<file path="src/sv/otq_pkg.sv">
// Shared types and constants of the ordered timer queue.
`timescale 1ns / 1ps

package otq_pkg;

    // Field widths of the stream items.
    localparam int OP_W     = 2;
    localparam int ID_W     = 4;
    localparam int DELAY_W  = 32;
    localparam int REMAIN_W = 32;
    localparam int TDATA_W  = 40;
    localparam int PAD_W    = TDATA_W - ID_W - DELAY_W;

    typedef enum logic [OP_W-1:0] {
        OP_TICK   = 2'd0,
        OP_SET    = 2'd1,
        OP_CANCEL = 2'd2,
        OP_QUERY  = 2'd3
    } op_t;

    typedef enum logic {
        ALU_ADD = 1'b0,
        ALU_SUB = 1'b1
    } alu_mode_t;

endpackage

</file>
<file path="src/sv/otq_alu.sv">
// Shared add/subtract unit with a zero test and an unsigned compare against a limit.
`timescale 1ns / 1ps

module otq_alu
    import otq_pkg::*;
#(
    parameter int WIDTH = 32
) (
    input  alu_mode_t        mode,
    input  logic [WIDTH-1:0] op_a,
    input  logic [WIDTH-1:0] op_b,
    input  logic [WIDTH-1:0] limit,
    output logic [WIDTH-1:0] result,
    output logic             is_zero,
    output logic             at_least
);

    always_comb begin
        unique case (mode)
            ALU_ADD: result = op_a + op_b;
            ALU_SUB: result = op_a - op_b;
            default: result = op_a - op_b;
        endcase
    end

    assign is_zero  = (result == '0);
    assign at_least = (result >= limit);

endmodule

</file>
<file path="src/sv/ordered_timer_queue.sv">
// Top level: timer slots in a linked queue sorted by remaining ticks, walked by a sequencer.
//
//  Channel | Dir | tdata (low bit up)                       | tuser         | tlast
//  s_      | in  | timer_id[3:0], delay[35:4], zero pad      | operation     | -
//  m_      | out | expired_id[3:0], remaining[35:4], pad     | expired_valid | last
//
// One item is in work at a time; s_tready is high only while the sequencer idles.
// A set of an armed slot walks the list to unlink it and again to insert it; a cancel walks it
// to unlink only. The list walks visit one entry per cycle through the single read port of the
// expiry and link memories, but a tick's walk waits while a result is held for a busy output.
// Synchronous active-low reset empties the queue and clears the counter; no clearing pass.
// A result waiting in the output register stalls the sequencer only when it must push again.
`timescale 1ns / 1ps

module ordered_timer_queue
    import otq_pkg::*;
#(
    parameter int NUM_TIMERS  = 16,
    parameter int COUNT_WIDTH = 32
) (
    input  logic               aclk,
    input  logic               aresetn,
    input  logic               s_tvalid,
    output logic               s_tready,
    input  logic [TDATA_W-1:0] s_tdata,   // timer_id, delay, zero pad
    input  logic [OP_W-1:0]    s_tuser,   // operation
    output logic               m_tvalid,
    input  logic               m_tready,
    output logic [TDATA_W-1:0] m_tdata,   // expired_id, remaining, zero pad
    output logic               m_tuser,   // expired_valid
    output logic               m_tlast
);

    localparam int IDX_W  = (NUM_TIMERS > 1) ? $clog2(NUM_TIMERS) : 1;
    localparam int LINK_W = $clog2(NUM_TIMERS + 1);
    localparam logic [LINK_W-1:0] NIL = LINK_W'(NUM_TIMERS);

    typedef enum logic [10:0] {
        S_IDLE       = 11'b000_0000_0001,
        S_TICK_INC   = 11'b000_0000_0010,
        S_TICK_CMP   = 11'b000_0000_0100,
        S_TICK_FLUSH = 11'b000_0000_1000,
        S_UL_START   = 11'b000_0001_0000,
        S_UL_STEP    = 11'b000_0010_0000,
        S_IN_START   = 11'b000_0100_0000,
        S_IN_STEP    = 11'b000_1000_0000,
        S_IN_LINK    = 11'b001_0000_0000,
        S_Q_RD       = 11'b010_0000_0000,
        S_Q_OUT      = 11'b100_0000_0000
    } state_t;

    state_t                  state_reg, state_next;
    op_t                     op_reg, op_next;
    logic [ID_W-1:0]         id_reg, id_next;
    logic [COUNT_WIDTH-1:0]  dly_reg, dly_next;
    logic [COUNT_WIDTH-1:0]  counter_reg, counter_next;
    logic [LINK_W-1:0]       head_reg, head_next;
    logic [LINK_W-1:0]       cur_reg, cur_next;
    logic [LINK_W-1:0]       prev_reg, prev_next;
    logic [NUM_TIMERS-1:0]   armed_reg, armed_next;
    logic [IDX_W-1:0]        pend_reg, pend_next;
    logic                    pend_valid_reg, pend_valid_next;

    logic                    m_valid_reg;
    logic [ID_W-1:0]         m_id_reg;
    logic [REMAIN_W-1:0]     m_rem_reg;
    logic                    m_exp_reg;
    logic                    m_last_reg;

    logic [COUNT_WIDTH-1:0]  exp_mem [NUM_TIMERS];
    logic [LINK_W-1:0]       link_mem [NUM_TIMERS];
    logic [COUNT_WIDTH-1:0]  exp_rd_reg;
    logic [LINK_W-1:0]       link_rd_reg;

    logic                    rd_en;
    logic [IDX_W-1:0]        rd_addr;
    logic                    exp_we;
    logic [IDX_W-1:0]        exp_waddr;
    logic [COUNT_WIDTH-1:0]  exp_wdata;
    logic                    link_we;
    logic [IDX_W-1:0]        link_waddr;
    logic [LINK_W-1:0]       link_wdata;

    logic                    push;
    logic [ID_W-1:0]         push_id;
    logic [REMAIN_W-1:0]     push_rem;
    logic                    push_exp;
    logic                    push_last;
    logic                    out_free;

    alu_mode_t               alu_mode;
    logic [COUNT_WIDTH-1:0]  alu_a;
    logic [COUNT_WIDTH-1:0]  alu_b;
    logic [COUNT_WIDTH-1:0]  alu_result;
    logic                    alu_zero;
    logic                    alu_ge;

    op_t                     in_op;
    logic [ID_W-1:0]         in_id;
    logic [COUNT_WIDTH-1:0]  in_dly;
    logic                    in_ok;
    logic [IDX_W-1:0]        in_idx;
    logic                    id_ok;
    logic [IDX_W-1:0]        id_idx;
    logic [LINK_W-1:0]       id_link;

    assign in_op   = op_t'(s_tuser);
    assign in_id   = s_tdata[ID_W-1:0];
    assign in_dly  = COUNT_WIDTH'(s_tdata[ID_W +: DELAY_W]);
    assign in_ok   = (int'(in_id) < NUM_TIMERS);
    assign in_idx  = IDX_W'(in_id);
    assign id_ok   = (int'(id_reg) < NUM_TIMERS);
    assign id_idx  = IDX_W'(id_reg);
    assign id_link = LINK_W'(id_reg);

    assign s_tready = (state_reg == S_IDLE);
    assign out_free = !m_valid_reg || m_tready;

    // The adder forms the new expiry on insert; otherwise it measures ticks left.
    assign alu_mode = (state_reg == S_IN_START) ? ALU_ADD : ALU_SUB;
    assign alu_a    = (state_reg == S_IN_START) ? counter_reg : exp_rd_reg;
    assign alu_b    = (state_reg == S_IN_START) ? dly_reg : counter_reg;

    otq_alu #(
        .WIDTH (COUNT_WIDTH)
    ) u_alu (
        .mode     (alu_mode),
        .op_a     (alu_a),
        .op_b     (alu_b),
        .limit    (dly_reg),
        .result   (alu_result),
        .is_zero  (alu_zero),
        .at_least (alu_ge)
    );

    always_comb begin
        state_next      = state_reg;
        op_next         = op_reg;
        id_next         = id_reg;
        dly_next        = dly_reg;
        counter_next    = counter_reg;
        head_next       = head_reg;
        cur_next        = cur_reg;
        prev_next       = prev_reg;
        armed_next      = armed_reg;
        pend_next       = pend_reg;
        pend_valid_next = pend_valid_reg;
        rd_en           = 1'b0;
        rd_addr         = IDX_W'(cur_reg);
        exp_we          = 1'b0;
        exp_waddr       = id_idx;
        exp_wdata       = alu_result;
        link_we         = 1'b0;
        link_waddr      = id_idx;
        link_wdata      = NIL;
        push            = 1'b0;
        push_id         = '0;
        push_rem        = '0;
        push_exp        = 1'b0;
        push_last       = 1'b0;

        unique case (state_reg)
            S_IDLE: begin
                if (s_tvalid) begin
                    op_next  = in_op;
                    id_next  = in_id;
                    dly_next = in_dly;
                    unique case (in_op)
                        OP_TICK: state_next = S_TICK_INC;
                        OP_SET: begin
                            if (in_ok && (in_dly != '0)) begin
                                state_next = armed_reg[in_idx] ? S_UL_START : S_IN_START;
                            end
                        end
                        OP_CANCEL: begin
                            if (in_ok && armed_reg[in_idx]) begin
                                state_next = S_UL_START;
                            end
                        end
                        OP_QUERY: state_next = S_Q_RD;
                        default: state_next = S_IDLE;
                    endcase
                end
            end

            S_TICK_INC: begin
                counter_next    = counter_reg + 1'b1;
                pend_valid_next = 1'b0;
                if (head_reg == NIL) begin
                    state_next = S_IDLE;
                end else begin
                    rd_en      = 1'b1;
                    rd_addr    = IDX_W'(head_reg);
                    cur_next   = head_reg;
                    state_next = S_TICK_CMP;
                end
            end

            // A removed slot is held back until the next entry is compared, so its last flag is known.
            S_TICK_CMP: begin
                if (!pend_valid_reg || out_free) begin
                    if (pend_valid_reg) begin
                        push      = 1'b1;
                        push_exp  = 1'b1;
                        push_id   = ID_W'(pend_reg);
                        push_last = !alu_zero;
                    end
                    if (alu_zero) begin
                        pend_next                    = IDX_W'(cur_reg);
                        pend_valid_next              = 1'b1;
                        head_next                    = link_rd_reg;
                        armed_next[IDX_W'(cur_reg)]  = 1'b0;
                        if (link_rd_reg == NIL) begin
                            state_next = S_TICK_FLUSH;
                        end else begin
                            rd_en    = 1'b1;
                            rd_addr  = IDX_W'(link_rd_reg);
                            cur_next = link_rd_reg;
                        end
                    end else begin
                        pend_valid_next = 1'b0;
                        state_next      = S_IDLE;
                    end
                end
            end

            S_TICK_FLUSH: begin
                if (out_free) begin
                    push            = 1'b1;
                    push_exp        = 1'b1;
                    push_id         = ID_W'(pend_reg);
                    push_last       = 1'b1;
                    pend_valid_next = 1'b0;
                    state_next      = S_IDLE;
                end
            end

            S_UL_START: begin
                armed_next[id_idx] = 1'b0;
                cur_next           = head_reg;
                prev_next          = NIL;
                rd_en              = 1'b1;
                rd_addr            = IDX_W'(head_reg);
                state_next         = S_UL_STEP;
            end

            S_UL_STEP: begin
                if (cur_reg == id_link) begin
                    if (prev_reg == NIL) begin
                        head_next = link_rd_reg;
                    end else begin
                        link_we    = 1'b1;
                        link_waddr = IDX_W'(prev_reg);
                        link_wdata = link_rd_reg;
                    end
                    state_next = (op_reg == OP_SET) ? S_IN_START : S_IDLE;
                end else if (link_rd_reg == NIL) begin
                    state_next = (op_reg == OP_SET) ? S_IN_START : S_IDLE;
                end else begin
                    prev_next = cur_reg;
                    cur_next  = link_rd_reg;
                    rd_en     = 1'b1;
                    rd_addr   = IDX_W'(link_rd_reg);
                end
            end

            S_IN_START: begin
                exp_we    = 1'b1;
                exp_waddr = id_idx;
                exp_wdata = alu_result;
                cur_next  = head_reg;
                prev_next = NIL;
                if (head_reg == NIL) begin
                    link_we    = 1'b1;
                    link_waddr = id_idx;
                    link_wdata = NIL;
                    state_next = S_IN_LINK;
                end else begin
                    rd_en      = 1'b1;
                    rd_addr    = IDX_W'(head_reg);
                    state_next = S_IN_STEP;
                end
            end

            // The new slot goes before the first entry with at least as many ticks left.
            S_IN_STEP: begin
                if (alu_ge) begin
                    link_we    = 1'b1;
                    link_waddr = id_idx;
                    link_wdata = cur_reg;
                    state_next = S_IN_LINK;
                end else begin
                    prev_next = cur_reg;
                    if (link_rd_reg == NIL) begin
                        link_we    = 1'b1;
                        link_waddr = id_idx;
                        link_wdata = NIL;
                        state_next = S_IN_LINK;
                    end else begin
                        cur_next = link_rd_reg;
                        rd_en    = 1'b1;
                        rd_addr  = IDX_W'(link_rd_reg);
                    end
                end
            end

            S_IN_LINK: begin
                if (prev_reg == NIL) begin
                    head_next = id_link;
                end else begin
                    link_we    = 1'b1;
                    link_waddr = IDX_W'(prev_reg);
                    link_wdata = id_link;
                end
                armed_next[id_idx] = 1'b1;
                state_next         = S_IDLE;
            end

            S_Q_RD: begin
                rd_en      = 1'b1;
                rd_addr    = id_idx;
                state_next = S_Q_OUT;
            end

            S_Q_OUT: begin
                if (out_free) begin
                    push       = 1'b1;
                    push_last  = 1'b1;
                    push_rem   = (id_ok && armed_reg[id_idx]) ? REMAIN_W'(alu_result) : '0;
                    state_next = S_IDLE;
                end
            end

            default: state_next = S_IDLE;
        endcase
    end

    always_ff @(posedge aclk) begin
        if (!aresetn) begin
            state_reg      <= S_IDLE;
            counter_reg    <= '0;
            head_reg       <= NIL;
            armed_reg      <= '0;
            pend_valid_reg <= 1'b0;
        end else begin
            state_reg      <= state_next;
            counter_reg    <= counter_next;
            head_reg       <= head_next;
            armed_reg      <= armed_next;
            pend_valid_reg <= pend_valid_next;
        end
    end

    always_ff @(posedge aclk) begin
        op_reg   <= op_next;
        id_reg   <= id_next;
        dly_reg  <= dly_next;
        cur_reg  <= cur_next;
        prev_reg <= prev_next;
        pend_reg <= pend_next;
    end

    always_ff @(posedge aclk) begin
        if (exp_we) begin
            exp_mem[exp_waddr] <= exp_wdata;
        end
        if (link_we) begin
            link_mem[link_waddr] <= link_wdata;
        end
        if (rd_en) begin
            exp_rd_reg  <= exp_mem[rd_addr];
            link_rd_reg <= link_mem[rd_addr];
        end
    end

    always_ff @(posedge aclk) begin
        if (!aresetn) begin
            m_valid_reg <= 1'b0;
        end else if (push) begin
            m_valid_reg <= 1'b1;
        end else if (m_tready) begin
            m_valid_reg <= 1'b0;
        end
    end

    always_ff @(posedge aclk) begin
        if (push) begin
            m_id_reg   <= push_id;
            m_rem_reg  <= push_rem;
            m_exp_reg  <= push_exp;
            m_last_reg <= push_last;
        end
    end

    assign m_tvalid = m_valid_reg;
    assign m_tdata  = {{PAD_W{1'b0}}, m_rem_reg, m_id_reg};
    assign m_tuser  = m_exp_reg;
    assign m_tlast  = m_last_reg;

    // No expired slot may still be held back once the sequencer is idle.
    a_no_pending_in_idle: assert property (@(posedge aclk) disable iff (!aresetn)
        (state_reg == S_IDLE) |-> !pend_valid_reg)
        else $error("expired slot left pending while idle");

    // An empty queue has no armed slot.
    a_empty_queue_unarmed: assert property (@(posedge aclk) disable iff (!aresetn)
        ((state_reg == S_IDLE) && (head_reg == NIL)) |-> (armed_reg == '0))
        else $error("armed slot outside an empty queue");

    // A tick advances the counter by exactly one.
    a_tick_advances: assert property (@(posedge aclk) disable iff (!aresetn)
        (state_reg == S_TICK_INC) |=>
            (counter_reg == COUNT_WIDTH'($past(counter_reg) + 1'b1)))
        else $error("tick counter did not advance by one");

    // A query answer is always the only result of its item.
    a_query_is_last: assert property (@(posedge aclk) disable iff (!aresetn)
        (m_tvalid && !m_tuser) |-> m_tlast)
        else $error("query result without last");

endmodule

</file>
<file path="config.mk">
export PLATFORM = sky130hd
export DESIGN_NAME = ordered_timer_queue
export DESIGN_NICKNAME = d
export VERILOG_FILES = /design/src/sv/otq_pkg.sv /design/src/sv/otq_alu.sv /design/src/sv/ordered_timer_queue.sv
export SDC_FILE = /design/constraint.sdc
export NUM_CORES = 1
export LEC_CHECK = 0
export ABC_AREA = 1
export BUFFER_PORTS_ARGS = -buffer_cell sky130_fd_sc_hd__buf_2
export CORE_MARGIN = 2
export CORE_UTILIZATION = 58
export CTS_CLUSTER_DIAMETER = 50
export DETAILED_ROUTE_END_ITERATION = 8
export PLACE_DENSITY_LB_ADDON = 0.25
export SETUP_SLACK_MARGIN = 0.02
export SKIP_LAST_GASP = 1
export SYNTH_ARGS = -nofsm -noshare
export SYNTH_HDL_FRONTEND = slang
export SYNTH_HIERARCHICAL = 1
export SYNTH_SLANG_ARGS = --single-unit
</file>
<file path="constraint.sdc">
create_clock -name aclk -period 8.1 [get_ports aclk]
set_input_delay 0.405 -clock aclk [delete_from_list [all_inputs] [get_ports aclk]]
set_output_delay 0.405 -clock aclk [all_outputs]
set_load 0.02 [all_outputs]
</file>
## Yosys cells after proc, flatten, opt, wreduce, memory -nomap -nowiden

Memories as Yosys holds them, arrays and structs flattened. A register that Yosys moved wholly into a read port is not among the register bits.
Index checks and enable logic that the tools add are counted.

| storage, ports and cells | value |
|---|---|
| register bits after elaboration | 156 |
| bits in latches | 0 |
| memory bits (writable) | 592 |
| memory bits (read-only) | 0 |
| input bits | 46 |
| output and inout bits | 44 |
| memories | 2 |

| operators by class | value |
|---|---|
| add/subtract/negate cells | 3 |
| multipliers | 0 |
| divide/modulo/power cells | 0 |
| $lt $le $gt $ge | 6 |
| equal/unequal tests | 36 |
| shifts and indexed selects | 0 |
| multiplexer cells | 100 |
| bitwise logic cells | 5 |
| reduce and logical (&&, ||, !) cells | 29 |

Memories:

| name | words | bits a word | read ports | clocked after Yosys merged registers in | write ports | line | source |
|---|---|---|---|---|---|---|---|
| exp_mem | 16 | 32 | 1 | 1 | 1 | ordered_timer_queue.sv:70 | `logic [COUNT_WIDTH-1:0] exp_mem [NUM_TIMERS];` |
| link_mem | 16 | 5 | 1 | 1 | 1 | ordered_timer_queue.sv:71 | `logic [LINK_W-1:0] link_mem [NUM_TIMERS];` |

Operator list:

| kind | number |
|---|---|
| two-way mux 11 bit | 11 |
| one-hot mux 11 bit (9 select lines) | 1 |
| two-way mux 5 bit | 18 |
| two-way mux 32 bit | 2 |
| one-hot mux 32 bit (2 select lines) | 1 |
| one-hot mux 16 bit (3 select lines) | 1 |
| one-hot mux 5 bit (3 select lines) | 3 |
| two-way mux 4 bit | 11 |
| one-hot mux 11 bit (4 select lines) | 1 |
| adder 32 x 1 -> 32 bit (second input constant) | 1 |
| adder 32 bit | 1 |
| bitwise AND 16 bit | 2 |
| >= comparator 32 bit | 1 |
| logical NOT 32 bit | 1 |
| two-way mux 16 bit | 2 |
| inverter 16 bit | 2 |
| nonzero test 32 bit | 1 |
| subtractor 32 bit | 1 |
| two-way mux 1 bit | 31 |
| one-hot mux 5 bit (5 select lines) | 1 |
| one-hot mux 4 bit (6 select lines) | 1 |
| inequality test 2 bit (second input constant) | 11 |
| bitwise OR 16 bit | 1 |
| one-hot mux 4 bit (2 select lines) | 2 |
| 41 further kinds | 71 |

## Logic depth before layout (Yosys ltp)

| logic depth | value |
|---|---|
| depth after elaboration | 9 |
| gate-level depth with buffers | 51 |

## Cells and area by module

The synthesis kept the hierarchy.

By module, submodules not included:

| module | instances | cells an instance | area each (um^2) |
|---|---|---|---|
| ordered_timer_queue | 1 | 3580 | 35487.8 |
| otq_alu | 1 | 828 | 4229.1 |

## Worst setup path after synthesis

No wires, ideal clock.

| timing | value |
|---|---|
| path kind | register to register |
| start | reg state_reg[2] |
| end | reg exp_rd_reg[0], read port of exp_mem, enable pin |
| setup time | 613 ps |
| arrival time | 6525 ps |
| required time | 7487 ps |
| path slack | 962 ps |
| stages on the path, launching flop included | 42 |
| path buffers | 3 |
| clock period less this slack | 7138 ps |
| cells stage by stage | dfxtp_1 -> nor2_2 -> nand2_4 -> nor2_8 -> nand2_1 -> clkbuf_1 -> inv_1 -> clkbuf_1 -> clkbuf_1 -> o21ai_0 -> inv_1 -> ha_1 -> nand3_1 -> nor2_1 -> nand2_1 -> nor2_2 -> nand3_1 -> nor2_2 -> [6 not listed] -> nor3_2 -> nand2_1 -> nand2_1 -> nor2_1 -> nand3_1 -> nand2_1 -> ha_1 -> nand4_1 -> inv_1 -> nand2_1 -> nor4_1 -> nand4_1 -> nand3_1 -> inv_1 -> nand2_1 -> nor2_1 -> nor3_1 -> o211ai_1 |

| between the ends | value |
|---|---|
| elaborated cells between the ends (all ways) | 25 |

RTL lines:

| item | line | source |
|---|---|---|
| start, declared | ordered_timer_queue.sv:52 | `state_t state_reg, state_next;` |
| start signal, assigned | ordered_timer_queue.sv:346 | `state_reg <= state_next;` |
| equality test 11 x 7 -> 1 bit (*) | ordered_timer_queue.sv:122 | `assign alu_b = (state_reg == S_IN_START) ? dly_reg : counter_reg;` |
| two-way mux 32 bit (*) | ordered_timer_queue.sv:122 |  |
| named net alu_b[0] | ordered_timer_queue.sv:93 | `logic [COUNT_WIDTH-1:0] alu_b;` |
| subtractor 32 bit or adder 32 bit (tied branches) | otq_alu.sv:21, otq_alu.sv:20 |  |
| one-hot mux 32 bit (2 select lines) (*) | otq_alu.sv:19 | `unique case (mode)` |
| named net alu_result[31] | ordered_timer_queue.sv:94 | `logic [COUNT_WIDTH-1:0] alu_result;` |
| >= comparator 32 bit (*) | otq_alu.sv:27 | `assign at_least = (result >= limit);` |
| named net alu_ge | ordered_timer_queue.sv:96 | `logic alu_ge;` |
| two-way mux 1 bit (*) | ordered_timer_queue.sv:287 | `if (alu_ge) begin` |
| one-hot mux 1 bit (5 select lines) (*) | ordered_timer_queue.sv:162 | `unique case (state_reg)` |
| named net rd_en | ordered_timer_queue.sv:75 | `logic rd_en;` |
| end, declared | ordered_timer_queue.sv:72 | `logic [COUNT_WIDTH-1:0] exp_rd_reg;` |

Mark *: on every way through the listed nets, which the timed path passes. The rest lies on a longest branch.
A chain may end at the register's enable or synchronous reset.

## Worst setup path after layout

| timing | value |
|---|---|
| start | reg state_reg[1] |
| end | reg link_rd_reg[2], read port of link_mem, data pin |

| between the ends | value |
|---|---|
| elaborated cells between the ends (all ways) | 25 |

RTL lines:

| item | line | source |
|---|---|---|
| equality test 11 x 7 -> 1 bit (*) | ordered_timer_queue.sv:122 |  |
| two-way mux 32 bit (*) | ordered_timer_queue.sv:122 |  |
| named net alu_b[0] | ordered_timer_queue.sv:93 |  |
| subtractor 32 bit or adder 32 bit (tied branches) | otq_alu.sv:21, otq_alu.sv:20 |  |
| one-hot mux 32 bit (2 select lines) (*) | otq_alu.sv:19 |  |
| named net alu_result[27] | ordered_timer_queue.sv:94 |  |
| >= comparator 32 bit (*) | otq_alu.sv:27 |  |
| named net alu_ge | ordered_timer_queue.sv:96 |  |
| two-way mux 4 bit or two-way mux 1 bit (tied branches) | ordered_timer_queue.sv:287 |  |
| one-hot mux 4 bit (6 select lines) or one-hot mux 1 bit (5 select lines) (tied branches) | ordered_timer_queue.sv:162 |  |
| end, declared | ordered_timer_queue.sv:73 | `logic [LINK_W-1:0] link_rd_reg;` |

Marked as above.

==> metrics <==
Synth Area in XOR/XNOR=0.00904; CTS tree=yes; core area=0.0675 mm2; VDD IR-drop max=0.000197 V; global route hottest layer=met2; largest net degree at the start of global routing=149; Hold Path Sink=op_reg[0]; placed cell areas=0.0414 mm2; DP HPWL=68700 um; CP Launch Type=register; initial core utilization=0.588; Critical R2R Launch=state_reg[1]; cells after synthesis=4408; Slew HR=0.267; Largest register FFs=512; worst-margin pin slew=1100 ps; WS Path Type=reg2reg; fin. max-slew vios=0; TritonRoute pass-1 iters=7; IO buf count=81; clk_skew=34.6 ps; crit-path max cell delay=560 ps; worst-case clock buffer depth=3; drt total wl=115000 um; Placer Congestion=1.01; IO Count=90; Max Fclk=131 MHz; r2r worst-path depth=44; post-route cell area=0.0449 mm2; die area=0.0706 mm2; Worst path slowest cell=clkbuf_8; critical-path maximum fanout=74; R2R Setup Slk=460 ps; ANT cells=0; GRT met2 Usage=0.517; Power Dens Cells=289 mW/mm2; row count=95; layout cells sized above 1=0.0938; CP Capture Type=register; Die H=266 um; Largest regs=exp_mem (512), link_mem (80); post-synthesis cell type count=55; antenna violations before repair=1; Tmin final=7640 ps; worst-skew pair later-pin latency=650 ps; Fillers=5283; arrival time worst endpoint=8150 ps; Pleak=19.1 nW; H-Tree Depth=3; Final nets=4649; outcome=finished, final reports clean; global routing usage on met3=0.0530; Max Cap Viol=0; gr ovfl total=0; vias in the first global route=29400; main flop type after synthesis=edfxtp_1; DRC=0; die width=266 um; 1st-iter DRT viols=3889; sequential area share after synthesis=0.577; cts bufs inserted=89; fin worst setup slack=458 ps; met1 Track Usage GR=0.424; Simple-Gate Fraction of Synth Area=0.254; Post-synth EDFFs=719; clk sinks=785; Vias/cell=5.83; synth warn=6; most used cell, CP=nor2_1; Top reg by flops=exp_mem; Reg2Reg Capture Point=link_rd_reg[2]; worst path required time=8610 ps; hold path start=s_tuser[0]; fraction of the cycle the final worst path needs=0.943; Post-Synth Adder-Cell Area=0.0210; Synth Area in Compound Gates=0.0446; Cell Area, Synth=0.0397 mm2; Final setup viols=0; Worst Hold Class=in2reg; Clock transition at path regs=60 ps; WHS Path Cells=1; P&R area growth vs syn=13.0%; GRT Total Usage=0.317; Vias=31900; Avg Inst Size Synth=9.01 um2; Setup WS pre-CTS=132 ps; mux share of post-synthesis cell area=0; antenna viol nets, final=0; CTS root buffer=clkbuf_16; Yosys reg bits=785; largest family of logic cells by synthesized area=simple AND/OR/NAND/NOR gates; routed length per instance=21.0 um; asr flop ratio synth=0; Final Hold Viols=0; first-pass GRT wire length=170000 um
==> through the flow <==
| stage | TNS [ps] | instances | power, mW | hold slack, ps | util |
|---|---|---|---|---|---|
| after floorplan | 0 | 4411 | 7.65 | 421 | - |
| after global placement | 0 | 5269 | 8.87 | 458 | 0.613 |
| after detailed placement | 0 | 5269 | 8.92 | 460 | 0.613 |
| after global routing | -2.61 | 5480 | 13.5 | 23.8 | 0.665 |
| final | 0 | 5480 | 13.0 | 44.7 | 0.665 |
| after CTS | 0 | 5464 | 12.8 | 26.5 | 0.661 |
==> cell type report <==
class                      instances  area, um2  share of cell area
inverter                         725       2720              0.0607
tap                              873       1090              0.0243
timing repair buffer             229       1990              0.0443
sequential                       785      22900               0.510
clock inverter                    48        470              0.0105
multi-input combinational       2707      13300               0.297
clock buffer                     113       2380              0.0530
==> power by group <==
part | switching [mW] | leakage (nW) | internal (mW)
combinational | 2.87 | 10.8 | 1.16
sequential | 0.158 | 6.89 | 4.87
clock | 1.63 | 1.38 | 2.28
total | 4.66 | 19.1 | 8.32
==> worst max path at each step <==
stage / start / to / slack [ps] / cells past startpoint
after detailed placement: state_reg[3] / link_rd_reg[2] / 130 / 46
after global placement: state_reg[2] / link_rd_reg[0] / 210 / 46
after CTS: state_reg[3] / link_rd_reg[2] / 80 / 46
final: state_reg[1] / link_rd_reg[2] / 460 / 44
after floorplan: state_reg[2] / exp_rd_reg[0] / 960 / 41
after global routing: state_reg[1] / exp_rd_reg[25] / -3 / 43
==> synthesized netlist by cell type, types with 15 or more instances <==
| library cell | count | area share |
|---|---|---|
| nand2_1 | 1067 | 0.10 |
| nand3_1 | 758 | 0.096 |
| edfxtp_1 | 719 | 0.54 |
| inv_1 | 697 | 0.066 |
| nor2_1 | 267 | 0.025 |
| o21ai_0 | 156 | 0.020 |
| buf_2 | 109 | 0.014 |
| a21oi_1 | 83 | 0.010 |
| dfxtp_1 | 66 | 0.033 |
| ha_1 | 65 | 0.020 |
| clkbuf_1 | 48 | 0.0045 |
| nand3b_1 | 48 | 0.0091 |
| nor3_1 | 41 | 0.0052 |
| nand4_1 | 36 | 0.0057 |
| xor2_1 | 26 | 0.0057 |
| inv_2 | 25 | 0.0024 |
| buf_6 | 15 | 0.0043 |
| nand2_2 | 15 | 0.0024 |
| xnor2_1 | 15 | 0.0033 |
==> worst max-delay path, delay by kind of cell (launching register included) <==
family	cells	cell delay [ps]
flip-flops	1	350
adder cells (fa/ha/maj)	3	810
XOR/XNOR	1	300
AO/OA/AOI/OAI	3	440
AND/OR/NAND/NOR	30	4180
buffers and inverters	7	1340
==> cells in the final DEF, fill, tap and decap left out, types with 6 or more instances in the layout <==
cell           instances
ha_1                  64
nand2_2               15
xor2_1                26
clkbuf_1              20
clkinv_2              11
nand2_1             1066
inv_1                696
nor2_2                12
clkbuf_16             96
o21ai_1                7
buf_12                17
o211ai_1              11
nor3_1                41
a21oi_1               83
buf_4                 83
o221ai_1              13
edfxtp_1             719
nor2_1               248
inv_6                  6
inv_2                 24
xnor2_1               14
buf_2                 81
nor2_4                22
nand3b_1              48
bufinv_16              6
nand4_1               36
dlygate4sd3_1         34
nand3_1              757
dfxtp_1               66
clkinv_1              17
o21ai_0              155
nor4_1                12
==> logic make-up (layout without fill, tap and decap cells) <==
family | count (synthesis) | in the layout
compound gates | 314 | 314
xor+xnor | 41 | 41
fa+ha+maj | 66 | 66
buf+inv | 920 | 1115
flops | 785 | 785
other cells | 1 | 4
simple gates | 2281 | 2282
==> per-layer routing <==
metal / part of all wire / wire length (um)
met5: 0 / 0
met4: 0.046 / 5340
met3: 0.098 / 11300
met2: 0.47 / 53600
met1: 0.39 / 45100
==> what timing repair did <==
item                                   4_1_cts  5_1_grt
hold buffers                                34        0
endpoints found under the hold margin       34        0
setup buffers                                0        9
resized for setup                            0       21
setup endpoints to repair                    0      120
No activity file was read; power rests on OpenSTA's default activity.
